### src/hw/rtl/lcs_length_engine_defines.svh
// Assertion helpers for the LCS length engine.
// All checks sample on the rising edge of clock and are off while reset is high.
`ifndef LCS_LENGTH_ENGINE_DEFINES_SVH
`define LCS_LENGTH_ENGINE_DEFINES_SVH

// Condition holds at every edge.
`define LCS_CHECK_ALWAYS(label, cond, msg) \
   label: assert property (@(posedge clock) disable iff (reset) (cond)) else $error(msg);

// Consequent holds at the same edge as the antecedent.
`define LCS_CHECK_SAME(label, ante, cons, msg) \
   label: assert property (@(posedge clock) disable iff (reset) (ante) |-> (cons)) \
      else $error(msg);

// Consequent holds at the edge after the antecedent.
`define LCS_CHECK_NEXT(label, ante, cons, msg) \
   label: assert property (@(posedge clock) disable iff (reset) (ante) |=> (cons)) \
      else $error(msg);

`endif

### src/hw/rtl/lcs_pkg.sv
`default_nettype none

package lcs_pkg;

   localparam int unsigned MAX_LEN_DEF       = 64;
   localparam int unsigned SYMBOL_BITS_DEF   = 8;
   localparam int unsigned SYMBOL_FIELD_BITS = 8;
   localparam int unsigned LENGTH_FIELD_BITS = 7;
   localparam int unsigned LENGTH_MAX_OUT    = 127;

   typedef enum logic [1:0] {
      ACT_LOAD  = 2'd0,
      ACT_QUERY = 2'd1,
      ACT_CLEAR = 2'd2,
      ACT_NOP   = 2'd3
   } action_type;

   typedef struct packed {
      action_type                   action;
      logic [SYMBOL_FIELD_BITS-1:0] symbol;
      logic                         last;
   } req_type;

   typedef struct packed {
      logic [LENGTH_FIELD_BITS-1:0] lcs_length;
      logic                         ref_overflow;
   } rsp_type;

   // Query symbol travelling down the cell chain.
   typedef struct packed {
      logic                         valid;
      logic                         last;
      logic [SYMBOL_FIELD_BITS-1:0] q;
   } tok_type;

   // Per-cell control decoded at the top level.
   typedef struct packed {
      logic                         clear;
      logic                         load;
      logic                         active;
      logic [SYMBOL_FIELD_BITS-1:0] load_sym;
   } cell_ctl_type;

endpackage

`default_nettype wire

### src/hw/rtl/lcs_cell.sv
`default_nettype none

module lcs_cell #(
   parameter int unsigned LEN_BITS = 7,
   parameter int unsigned SYM_BITS = 8
) (
   input  logic                  clock,
   input  logic                  reset,
   input  lcs_pkg::cell_ctl_type ctl,
   input  lcs_pkg::tok_type      prev_tok,
   input  logic [LEN_BITS-1:0]   prev_diag,
   input  logic [LEN_BITS-1:0]   prev_left,
   output lcs_pkg::tok_type      out_tok,
   output logic [LEN_BITS-1:0]   out_diag,
   output logic [LEN_BITS-1:0]   out_left
);
   import lcs_pkg::*;

   logic [SYM_BITS-1:0] sym_ff;
   logic [LEN_BITS-1:0] dp_ff, dp_in;
   tok_type             tok_ff, tok_in;
   logic [LEN_BITS-1:0] diag_ff, diag_in;
   logic [LEN_BITS-1:0] left_ff, left_in;
   logic                hit;
   logic                match;
   logic [LEN_BITS-1:0] upd;

   always_comb begin
      hit     = prev_tok.valid && ctl.active;
      match   = (sym_ff == prev_tok.q[SYM_BITS-1:0]);
      upd     = match ? (prev_diag + LEN_BITS'(1)) :
                        ((dp_ff > prev_left) ? dp_ff : prev_left);
      tok_in  = prev_tok;
      diag_in = dp_ff;
      // Cells past the reference length pass the running value through.
      left_in = hit ? upd : prev_left;
      priority if (ctl.clear) begin
         dp_in = '0;
      end else if (hit) begin
         // The final symbol leaves a zeroed row for the next query.
         dp_in = prev_tok.last ? '0 : upd;
      end else begin
         dp_in = dp_ff;
      end
   end

   always_ff @(posedge clock) begin
      if (ctl.load) begin
         sym_ff <= ctl.load_sym[SYM_BITS-1:0];
      end
   end

   always_ff @(posedge clock) begin
      if (reset) begin
         dp_ff  <= '0;
         tok_ff <= '0;
      end else begin
         dp_ff  <= dp_in;
         tok_ff <= tok_in;
      end
   end

   always_ff @(posedge clock) begin
      diag_ff <= diag_in;
      left_ff <= left_in;
   end

   assign out_tok  = tok_ff;
   assign out_diag = diag_ff;
   assign out_left = left_ff;

endmodule

`default_nettype wire

### src/hw/rtl/lcs_out_reg.sv
`default_nettype none

module lcs_out_reg #(
   parameter int unsigned LEN_BITS = 7
) (
   input  logic                clock,
   input  logic                reset,
   input  logic                load,
   input  logic [LEN_BITS-1:0] len,
   input  logic                overflow,
   output logic                rsp_valid,
   input  logic                rsp_ready,
   output lcs_pkg::rsp_type    rsp_item
);
   import lcs_pkg::*;

   logic        valid_ff, valid_in;
   rsp_type     item_ff, item_in;
   logic [31:0] len_ext;

   always_comb begin
      len_ext = 32'(len);
      item_in = item_ff;
      if (load) begin
         item_in.lcs_length   = (len_ext > 32'(LENGTH_MAX_OUT)) ?
                                LENGTH_FIELD_BITS'(LENGTH_MAX_OUT) :
                                len_ext[LENGTH_FIELD_BITS-1:0];
         item_in.ref_overflow = overflow;
      end
      priority if (load) begin
         valid_in = 1'b1;
      end else if (rsp_ready) begin
         valid_in = 1'b0;
      end else begin
         valid_in = valid_ff;
      end
   end

   always_ff @(posedge clock) begin
      if (reset) begin
         valid_ff <= 1'b0;
      end else begin
         valid_ff <= valid_in;
      end
   end

   always_ff @(posedge clock) begin
      item_ff <= item_in;
   end

   assign rsp_valid = valid_ff;
   assign rsp_item  = item_ff;

endmodule

`default_nettype wire

### src/hw/rtl/lcs_length_engine.sv
// LCS length engine.
// Input channel req_*: one beat per action. A load beat appends a reference
// symbol (dropped, with the sticky overflow flag set, once MAX_LEN are held),
// a query beat streams one query symbol, a clear beat empties the reference,
// the overflow flag and the DP row. Action code 3 is taken and ignored.
// Each reference symbol lives in one cell of a chain of MAX_LEN cells. A query
// symbol enters cell 0 in the cycle it is accepted and moves one cell per
// cycle, so query beats are taken back to back, one per cycle, unless a last beat must wait.
// The result beat on rsp_* (LCS length, overflow flag) for a query beat with
// last set is registered once that symbol leaves the last cell of the chain.
// Load and clear beats wait until no query symbol is left in the chain; the
// earliest one is taken once the latest query symbol has left the last cell.
// One result is held at a time: a last query beat waits while an earlier
// result is still in flight or not yet taken, so a stalled receiver holds up
// only the next last beat.
// Reset empties the reference, zeroes the row and clears the overflow flag;
// no clearing pass is needed.
`default_nettype none
`include "lcs_length_engine_defines.svh"

module lcs_length_engine #(
   parameter int unsigned MAX_LEN     = lcs_pkg::MAX_LEN_DEF,
   parameter int unsigned SYMBOL_BITS = lcs_pkg::SYMBOL_BITS_DEF
) (
   input  logic             clock,
   input  logic             reset,
   input  logic             req_valid,
   output logic             req_ready,
   input  lcs_pkg::req_type req_item,
   output logic             rsp_valid,
   input  logic             rsp_ready,
   output lcs_pkg::rsp_type rsp_item
);
   import lcs_pkg::*;

   localparam int unsigned SymW = (SYMBOL_BITS < SYMBOL_FIELD_BITS) ?
                                  SYMBOL_BITS : SYMBOL_FIELD_BITS;
   localparam int unsigned LenW = $clog2(MAX_LEN + 1);
   localparam int unsigned CntW = $clog2(MAX_LEN + 1);
   localparam logic [SYMBOL_FIELD_BITS-1:0] SymMask =
      SYMBOL_FIELD_BITS'((64'd1 << SymW) - 64'd1);

   logic            req_go, load_go, query_go, clear_go, last_go;
   logic            room;
   logic [CntW-1:0] count_ff, count_in;
   logic            overflow_ff, overflow_in;
   logic            pending_ff, pending_in;
   logic [CntW-1:0] flight_ff, flight_in;
   logic            exit_last;
   logic            rsp_done;

   tok_type         tok_chain  [0:MAX_LEN];
   logic [LenW-1:0] diag_chain [0:MAX_LEN];
   logic [LenW-1:0] left_chain [0:MAX_LEN];
   cell_ctl_type    ctl        [0:MAX_LEN-1];

   always_comb begin
      unique case (req_item.action)
         ACT_LOAD, ACT_CLEAR: req_ready = (flight_ff == '0);
         ACT_QUERY:           req_ready = !(req_item.last && pending_ff);
         ACT_NOP:             req_ready = 1'b1;
         default:             req_ready = 1'b1;
      endcase
   end

   assign req_go   = req_valid && req_ready;
   assign load_go  = req_go && (req_item.action == ACT_LOAD);
   assign query_go = req_go && (req_item.action == ACT_QUERY);
   assign clear_go = req_go && (req_item.action == ACT_CLEAR);
   assign last_go  = query_go && req_item.last;
   assign room     = (count_ff < CntW'(MAX_LEN));
   assign rsp_done = rsp_valid && rsp_ready;

   assign exit_last = tok_chain[MAX_LEN].valid && tok_chain[MAX_LEN].last;

   always_comb begin
      priority if (clear_go) begin
         count_in    = '0;
         overflow_in = 1'b0;
      end else if (load_go && room) begin
         count_in    = count_ff + CntW'(1);
         overflow_in = overflow_ff;
      end else if (load_go) begin
         count_in    = count_ff;
         overflow_in = 1'b1;
      end else begin
         count_in    = count_ff;
         overflow_in = overflow_ff;
      end
      priority if (last_go) begin
         pending_in = 1'b1;
      end else if (rsp_done) begin
         pending_in = 1'b0;
      end else begin
         pending_in = pending_ff;
      end
      // Track symbols inside the chain; loads and clears wait for it to drain.
      flight_in = flight_ff + CntW'(query_go) - CntW'(tok_chain[MAX_LEN].valid);
   end

   always_ff @(posedge clock) begin
      if (reset) begin
         count_ff    <= '0;
         overflow_ff <= 1'b0;
         pending_ff  <= 1'b0;
         flight_ff   <= '0;
      end else begin
         count_ff    <= count_in;
         overflow_ff <= overflow_in;
         pending_ff  <= pending_in;
         flight_ff   <= flight_in;
      end
   end

   always_comb begin
      tok_chain[0].valid = query_go;
      tok_chain[0].last  = req_item.last;
      tok_chain[0].q     = req_item.symbol & SymMask;
      diag_chain[0]      = '0;
      left_chain[0]      = '0;
   end

   for (genvar j = 0; j < MAX_LEN; j++) begin : g_cell
      always_comb begin
         ctl[j].clear    = clear_go;
         ctl[j].load     = load_go && (count_ff == CntW'(j));
         ctl[j].active   = (count_ff > CntW'(j));
         ctl[j].load_sym = req_item.symbol & SymMask;
      end

      lcs_cell #(
         .LEN_BITS (LenW),
         .SYM_BITS (SymW)
      ) u_cell (
         .clock     (clock),
         .reset     (reset),
         .ctl       (ctl[j]),
         .prev_tok  (tok_chain[j]),
         .prev_diag (diag_chain[j]),
         .prev_left (left_chain[j]),
         .out_tok   (tok_chain[j+1]),
         .out_diag  (diag_chain[j+1]),
         .out_left  (left_chain[j+1])
      );
   end

   lcs_out_reg #(
      .LEN_BITS (LenW)
   ) u_out (
      .clock     (clock),
      .reset     (reset),
      .load      (exit_last),
      .len       (left_chain[MAX_LEN]),
      .overflow  (overflow_ff),
      .rsp_valid (rsp_valid),
      .rsp_ready (rsp_ready),
      .rsp_item  (rsp_item)
   );

   `LCS_CHECK_SAME(a_exit_slot_free, exit_last, !rsp_valid, "result exits while one is held")
   `LCS_CHECK_SAME(a_ref_change_drained, load_go || clear_go, flight_ff == '0,
                   "reference changed with symbols in the chain")
   `LCS_CHECK_ALWAYS(a_flight_bound, flight_ff <= CntW'(MAX_LEN), "chain occupancy overrun")
   `LCS_CHECK_NEXT(a_single_result, rsp_done, !rsp_valid, "second result queued behind first")

endmodule

`default_nettype wire
### config.mk
export PLATFORM = sky130hd
export DESIGN_NAME = lcs_length_engine
export DESIGN_NICKNAME = d
export VERILOG_FILES = /design/src/hw/rtl/lcs_pkg.sv /design/src/hw/rtl/lcs_cell.sv /design/src/hw/rtl/lcs_out_reg.sv /design/src/hw/rtl/lcs_length_engine.sv
export VERILOG_INCLUDE_DIRS = /design/src /design/src/hw/rtl
export SDC_FILE = /design/constraint.sdc
export NUM_CORES = 2
export LEC_CHECK = 0
export BUFFER_PORTS_ARGS = -buffer_cell sky130_fd_sc_hd__buf_4
export CAP_MARGIN = 40
export CORE_UTILIZATION = 30
export DETAILED_ROUTE_END_ITERATION = 8
export MAX_ROUTING_LAYER = met4
export PLACE_DENSITY_LB_ADDON = 0.12
export SLEW_MARGIN = 20
export SYNTH_ARGS = -nofsm -noshare
export SYNTH_HDL_FRONTEND = slang
export SYNTH_SLANG_ARGS = --single-unit
### constraint.sdc
create_clock -name clock -period 3 [get_ports clock]
set_clock_uncertainty 0.05 [all_clocks]
set_input_delay 0 -clock clock [delete_from_list [all_inputs] [get_ports clock]]
set_output_delay 0 -clock clock [all_outputs]
set_load 0.01 [all_outputs]
# Word-level counts from Yosys, hierarchy flattened
# Cells that the tools add are included.
# classes
addsub,66
order_cmp,129
n_eq_ne,130
mux,260
bitwise_logic,1
n_reduce_logical,146
# op_table
cell,n
two-way mux 7 bit,255
== test 8 bit,64
adder 7 x 1 -> 7 bit (second input constant),64
greater-than comparator 7 bit,63
== test 7 x 6 -> 1 bit (second input constant),32
greater-than comparator 7 x 6 -> 1 bit (second input constant),32
logical AND 1 bit,137
== test 7 x 5 -> 1 bit (second input constant),16
greater-than comparator 7 x 5 -> 1 bit (second input constant),16
== test 7 x 4 -> 1 bit (second input constant),8
greater-than comparator 7 x 4 -> 1 bit (second input constant),8
== test 7 x 3 -> 1 bit (second input constant),4
greater-than comparator 7 x 3 -> 1 bit (second input constant),4
greater-than comparator 7 x 1 -> 1 bit (second input constant),3
== test 7 x 2 -> 1 bit (second input constant),2
greater-than comparator 7 x 2 -> 1 bit (second input constant),2
zero test 7 bit,2
adder 7 x 1 -> 7 bit,1
== test 7 x 1 -> 1 bit (second input constant),1
less-than comparator 7 bit (second input constant),1
subtractor 7 x 1 -> 7 bit,1
== test 2 bit (second input constant),2
two-way mux 1 bit,4
nonzero test 2 bit,2
other kinds (7),8
# totals
regBits,2506
inputBits,15
out_inout_bits,10
elab_cells,1185

# Depth between registers and ports, before layout
# logic_depth
word_depth,8
mapped_depth,11
depth_no_buf,11

# By module
# From an unflattened synthesis, not the netlist that was laid out.
# unflattened
hier_cells,10886
hier_area_um2,114273.3
# modules_own_cells
module,instances,cells_each,area_each_um2,seq_area_each_um2
lcs_cell,64,164,1745.4,860.8
lcs_length_engine,1,378,2287.2,320.3
lcs_out_reg,1,12,279.0,260.2

# Worst setup path after synthesis
# No wires, ideal clock.
# synth_path
kind,reg2reg
from,register flight_ff[2]
to,"register g_cell[2].u_cell.sym_ff[0], enable pin"
setup_time_ns,0.383
t_arrival_ns,2.193
t_required_ns,2.567
slack_ns,0.373
stages_incl_launch_ff,9
n_path_buf,1
period_less_slack_ns,2.627
cell_sequence,dfxtp_1 inv_1 ha_1 nand4bb_1 or2_4 nor2_1 clkbuf_1 nand4b_1 nor3_1
# synth_lines
element,line,rtl
from (decl),lcs_length_engine.sv:48,"logic [CntW-1:0] flight_ff, flight_in;"
from (signal assigned),lcs_length_engine.sv:111,flight_ff <= flight_in;
to (signal assigned),lcs_cell.sv:49,sym_ff <= ctl.load_sym[SYM_BITS-1:0];
to (decl),lcs_cell.sv:19,logic [SYM_BITS-1:0] sym_ff;

==> results.json <==
{
  "worstSkewPairLatency_ns": 0.90,
  "synth_flop_cell": "dfxtp_1",
  "worstHoldPathType": "in -> reg",
  "min-delay-start": "req_item[0]",
  "core_area_sq_um": 346200,
  "regArea_sq_um": 55380,
  "dpl.hpwl_um": 204600,
  "cts_made_buffers": 294,
  "highest_layer": "met4",
  "postLayoutCellArea_sq_um": 121800,
  "portBuffers": 24,
  "grt_pass1_vias": 74490,
  "clockRootBuffer": "clkbuf_16",
  "syn_inst": 9999,
  "wl_met1_um": 137800,
  "hold_ws_ns": 0.2451,
  "synth_top_area_frac": 0.3806,
  "worstMarginPinSlew_ns": 0.8267,
  "cpMaxStageDelayCell": "or4_1",
  "hold_viol_final": 0,
  "syn_avg_cell_area_sq_um": 10.45,
  "h-tree-depth": 5,
  "worstPathArrival_ns": 3.37,
  "setup_ws_ns": 0.1566,
  "status": "completed",
  "p_per_area_nw_per_um2": 584.2,
  "fmax_mhz": 351.7,
  "grt_pass1_wl_um": 446700,
  "fp.dieArea_sq_um": 350500,
  "rows": 216,
  "cp-start-kind": "register",
  "syn-num-nets": 10530,
  "critPathKind": "reg -> reg",
  "final.fill_count": 34550,
  "crit_buf_inv": 2,
  "io_pins": 25,
  "ys_seq_area_frac": 0.5301,
  "layout-drive-gt1-share": 0.09914,
  "post-place-ws_ns": 0.1811,
  "antenna_found_initial": 9,
  "routed-wl-met2_um": 133300,
  "setup_viol_count_final": 0,
  "min_period_ns": 2.843,
  "grt_remaining_overflow": 0,
  "yosys.area.top_type": "dfxtp_1",
  "syn_area_sq_um": 104400,
  "place_congestion": 0.8382,
  "synth_cell_types": 93,
  "dieHeight_um": 592.1,
  "fin_setup_tns_ns": 0,
  "synth-seq-cells": 2506,
  "initial_utilization": 0.3017,
  "via_per_inst": 4.845,
  "multi_input_area_sq_um": 45660,
  "timing.max_cap.violations": 0,
  "period_share": 0.9478,
  "die_x_um": 592.1,
  "cp-startpoint": "count_ff[5]",
  "totalWireLength_um": 287600,
  "grt_usage": 0.1663,
  "vias": 73400,
  "async_reset_ff_frac": 0,
  "clockBufferDepth": 4,
  "yosys_warnings": 0,
  "max_slew_margin": 0.4452,
  "drt-pass1-iter-count": 6,
  "drt_iter0_markers": 4299,
  "post_cts_buffers": 0,
  "synth_edf_count": 520,
  "crit_family": "simple AND/OR/NAND/NOR gates",
  "wl_per_cell_um": 18.98,
  "clk_pin_slew_ns": 0.06,
  "wl_met3_um": 9571,
  "worst_path_largest_cell_delay_ns": 0.69,
  "placed_cell_area_sq_um": 111900,
  "worstPathCellList": "buf_4 -> nor2b_1 -> nand2_1 -> or4_1 -> nor3_1 -> buf_4",
  "numClockSinks": 2506,
  "p_leak_nw": 46.35,
  "r2r-start": "count_ff[5]",
  "worstPathRequired_ns": 3.52,
  "synthTopCellsByArea": "dfxtp_1 38%, edfxtp_1 15%, ha_1 6.2%, xnor2_1 4.5%, nor2b_1 3.9%",
  "nNetsFinal": 10870,
  "vdd_drop_max_mv": 0.4133,
  "ant_nets": 0,
  "grt_max_degree": 116,
  "slew_violations": 0,
  "cts_tree": "built",
  "drc_errors": 0,
  "cp_common_cell": "buf_4",
  "cp_max_fo": 11,
  "critPathCaptureType": "register",
  "synthToLayoutAreaGrowth_pct": 16.58,
  "rsz0062_at_grt": "no"
}
[placed cells by master (no fill, tap or decap), types with 46 or more instances in the layout]
| master | instances |
|---|---|
| nand4_1 | 154 |
| a211oi_1 | 61 |
| xnor2_1 | 540 |
| o21a_1 | 59 |
| edfxtp_1 | 520 |
| o21ai_0 | 304 |
| inv_1 | 490 |
| buf_4 | 377 |
| nor2b_1 | 654 |
| nor3_1 | 108 |
| clkbuf_16 | 303 |
| xor2_1 | 286 |
| a21o_1 | 129 |
| nor2_1 | 524 |
| nand2_1 | 620 |
| clkbuf_1 | 77 |
| nand3_1 | 276 |
| and3_1 | 166 |
| a21oi_1 | 769 |
| ha_1 | 516 |
| o211ai_1 | 97 |
| nand3b_1 | 66 |
| nor4_1 | 82 |
| dfxtp_1 | 1984 |
| a31o_2 | 83 |
| a32o_1 | 255 |
| clkbuf_8 | 46 |
| a22o_1 | 305 |
[registers in the layout (all words and copies together) (netlist names)]
name and cells:
g_cell.u_cell.out_tok 632, g_cell.u_cell.sym_ff 512, g_cell.u_cell.diag_in 448, g_cell.u_cell.out_left 448, g_cell.u_cell.out_diag 441, u_out.rsp_item 8
count_ff 7, flight_ff 7, overflow_ff 1, pending_ff 1, u_out.rsp_valid 1
[worst reg2reg max path, stage by stage (launching register included)]
cell and delay [ns]:
dfxtp_1 0.51, buf_4 0.29, nor2b_1 0.20, nand2_1 0.12, or4_1 0.69, nor3_1 0.41
buf_4 0.27
[what timing repair did]
action	in CTS	in global routing
resized for setup	0	3
endpoints found under the setup margin	0	9
hold buffers	24	0
endpoints found under the hold margin	999	0
[where the power goes]
| part | total, mW | switching, mW | internal (mW) |
|---|---|---|---|
| Clock | 35.4 | 14.3 | 21.0 |
| Sequential | 34.5 | 0.0316 | 34.4 |
| Combinational | 1.31 | 1.01 | 0.298 |
[layout make-up]
type,count,area share
Inverter,490,0.01511
Timing Repair Buffer,434,0.02957
Clock inverter,97,0.008457
Clock buffer,426,0.06984
Antenna cell,11,0.0002261
Sequential cell,2506,0.4548
Tap cell,4578,0.04704
Multi-Input combinational cell,6608,0.3750
[Yosys cell counts, types with 29 or more instances]
library cell / count
xnor2_1: 540
nor4_1: 83
nand4_1: 154
mux2i_1: 34
o21ai_1: 31
o31ai_1: 29
mux2_2: 30
a21boi_0: 44
nand3_1: 277
ha_1: 516
o211ai_1: 97
buf_2: 71
nor3_1: 109
dfxtp_1: 1986
and3_1: 166
nor2_1: 524
nand3b_1: 66
a21oi_1: 769
o21ai_0: 306
a31o_2: 83
o21a_1: 59
a211oi_1: 61
nand2_1: 620
edfxtp_1: 520
xor2_1: 286
a21o_1: 129
inv_1: 490
a22o_1: 305
or3_1: 29
and2_1: 42
clkbuf_1: 282
a32o_1: 255
nor2b_1: 654
[per-layer routing]
metal,vias up,track usage
met4,0,0.04360
met2,1193,0.2695
met1,35300,0.2188
met3,416,0.02035
li1,36490,-
met5,-,-
[cell families (layout without fill, tap and decap cells)]
kind of cell / count (synthesis) / count (layout) / share of synthesized area
buf+inv: 885 / 1447 / 0.03395
simple gates: 2826 / 2826 / 0.1397
compound gates: 2375 / 2375 / 0.1584
xor+xnor: 826 / 826 / 0.06926
other cells: 0 / 11 / 0
mux: 64 / 64 / 0.006493
fa+ha+maj: 517 / 517 / 0.06200
flops: 2506 / 2506 / 0.5301
[path summary, 6_finish.rpt]
path	cells past startpoint	end	slack (ns)
max	6	g_cell[34].u_cell.sym_ff[0]	0.16
min	4	g_cell[0].u_cell.out_tok[8]	0.25
max reg2reg	6	g_cell[34].u_cell.sym_ff[0]	0.16
min reg2reg	0	g_cell[0].u_cell.out_diag[2]	0.31
[per-stage QoR]
step,utilization,power [mW],std cells
after floorplan,-,35.77,9999
final,0.3517,71.13,15150
after detailed placement,0.3233,36.48,14590
after global placement,0.3230,36.48,14580
after global routing,0.3517,73.79,15140
after CTS,0.3515,72.41,15130
(Power assumes the default switching activity.)
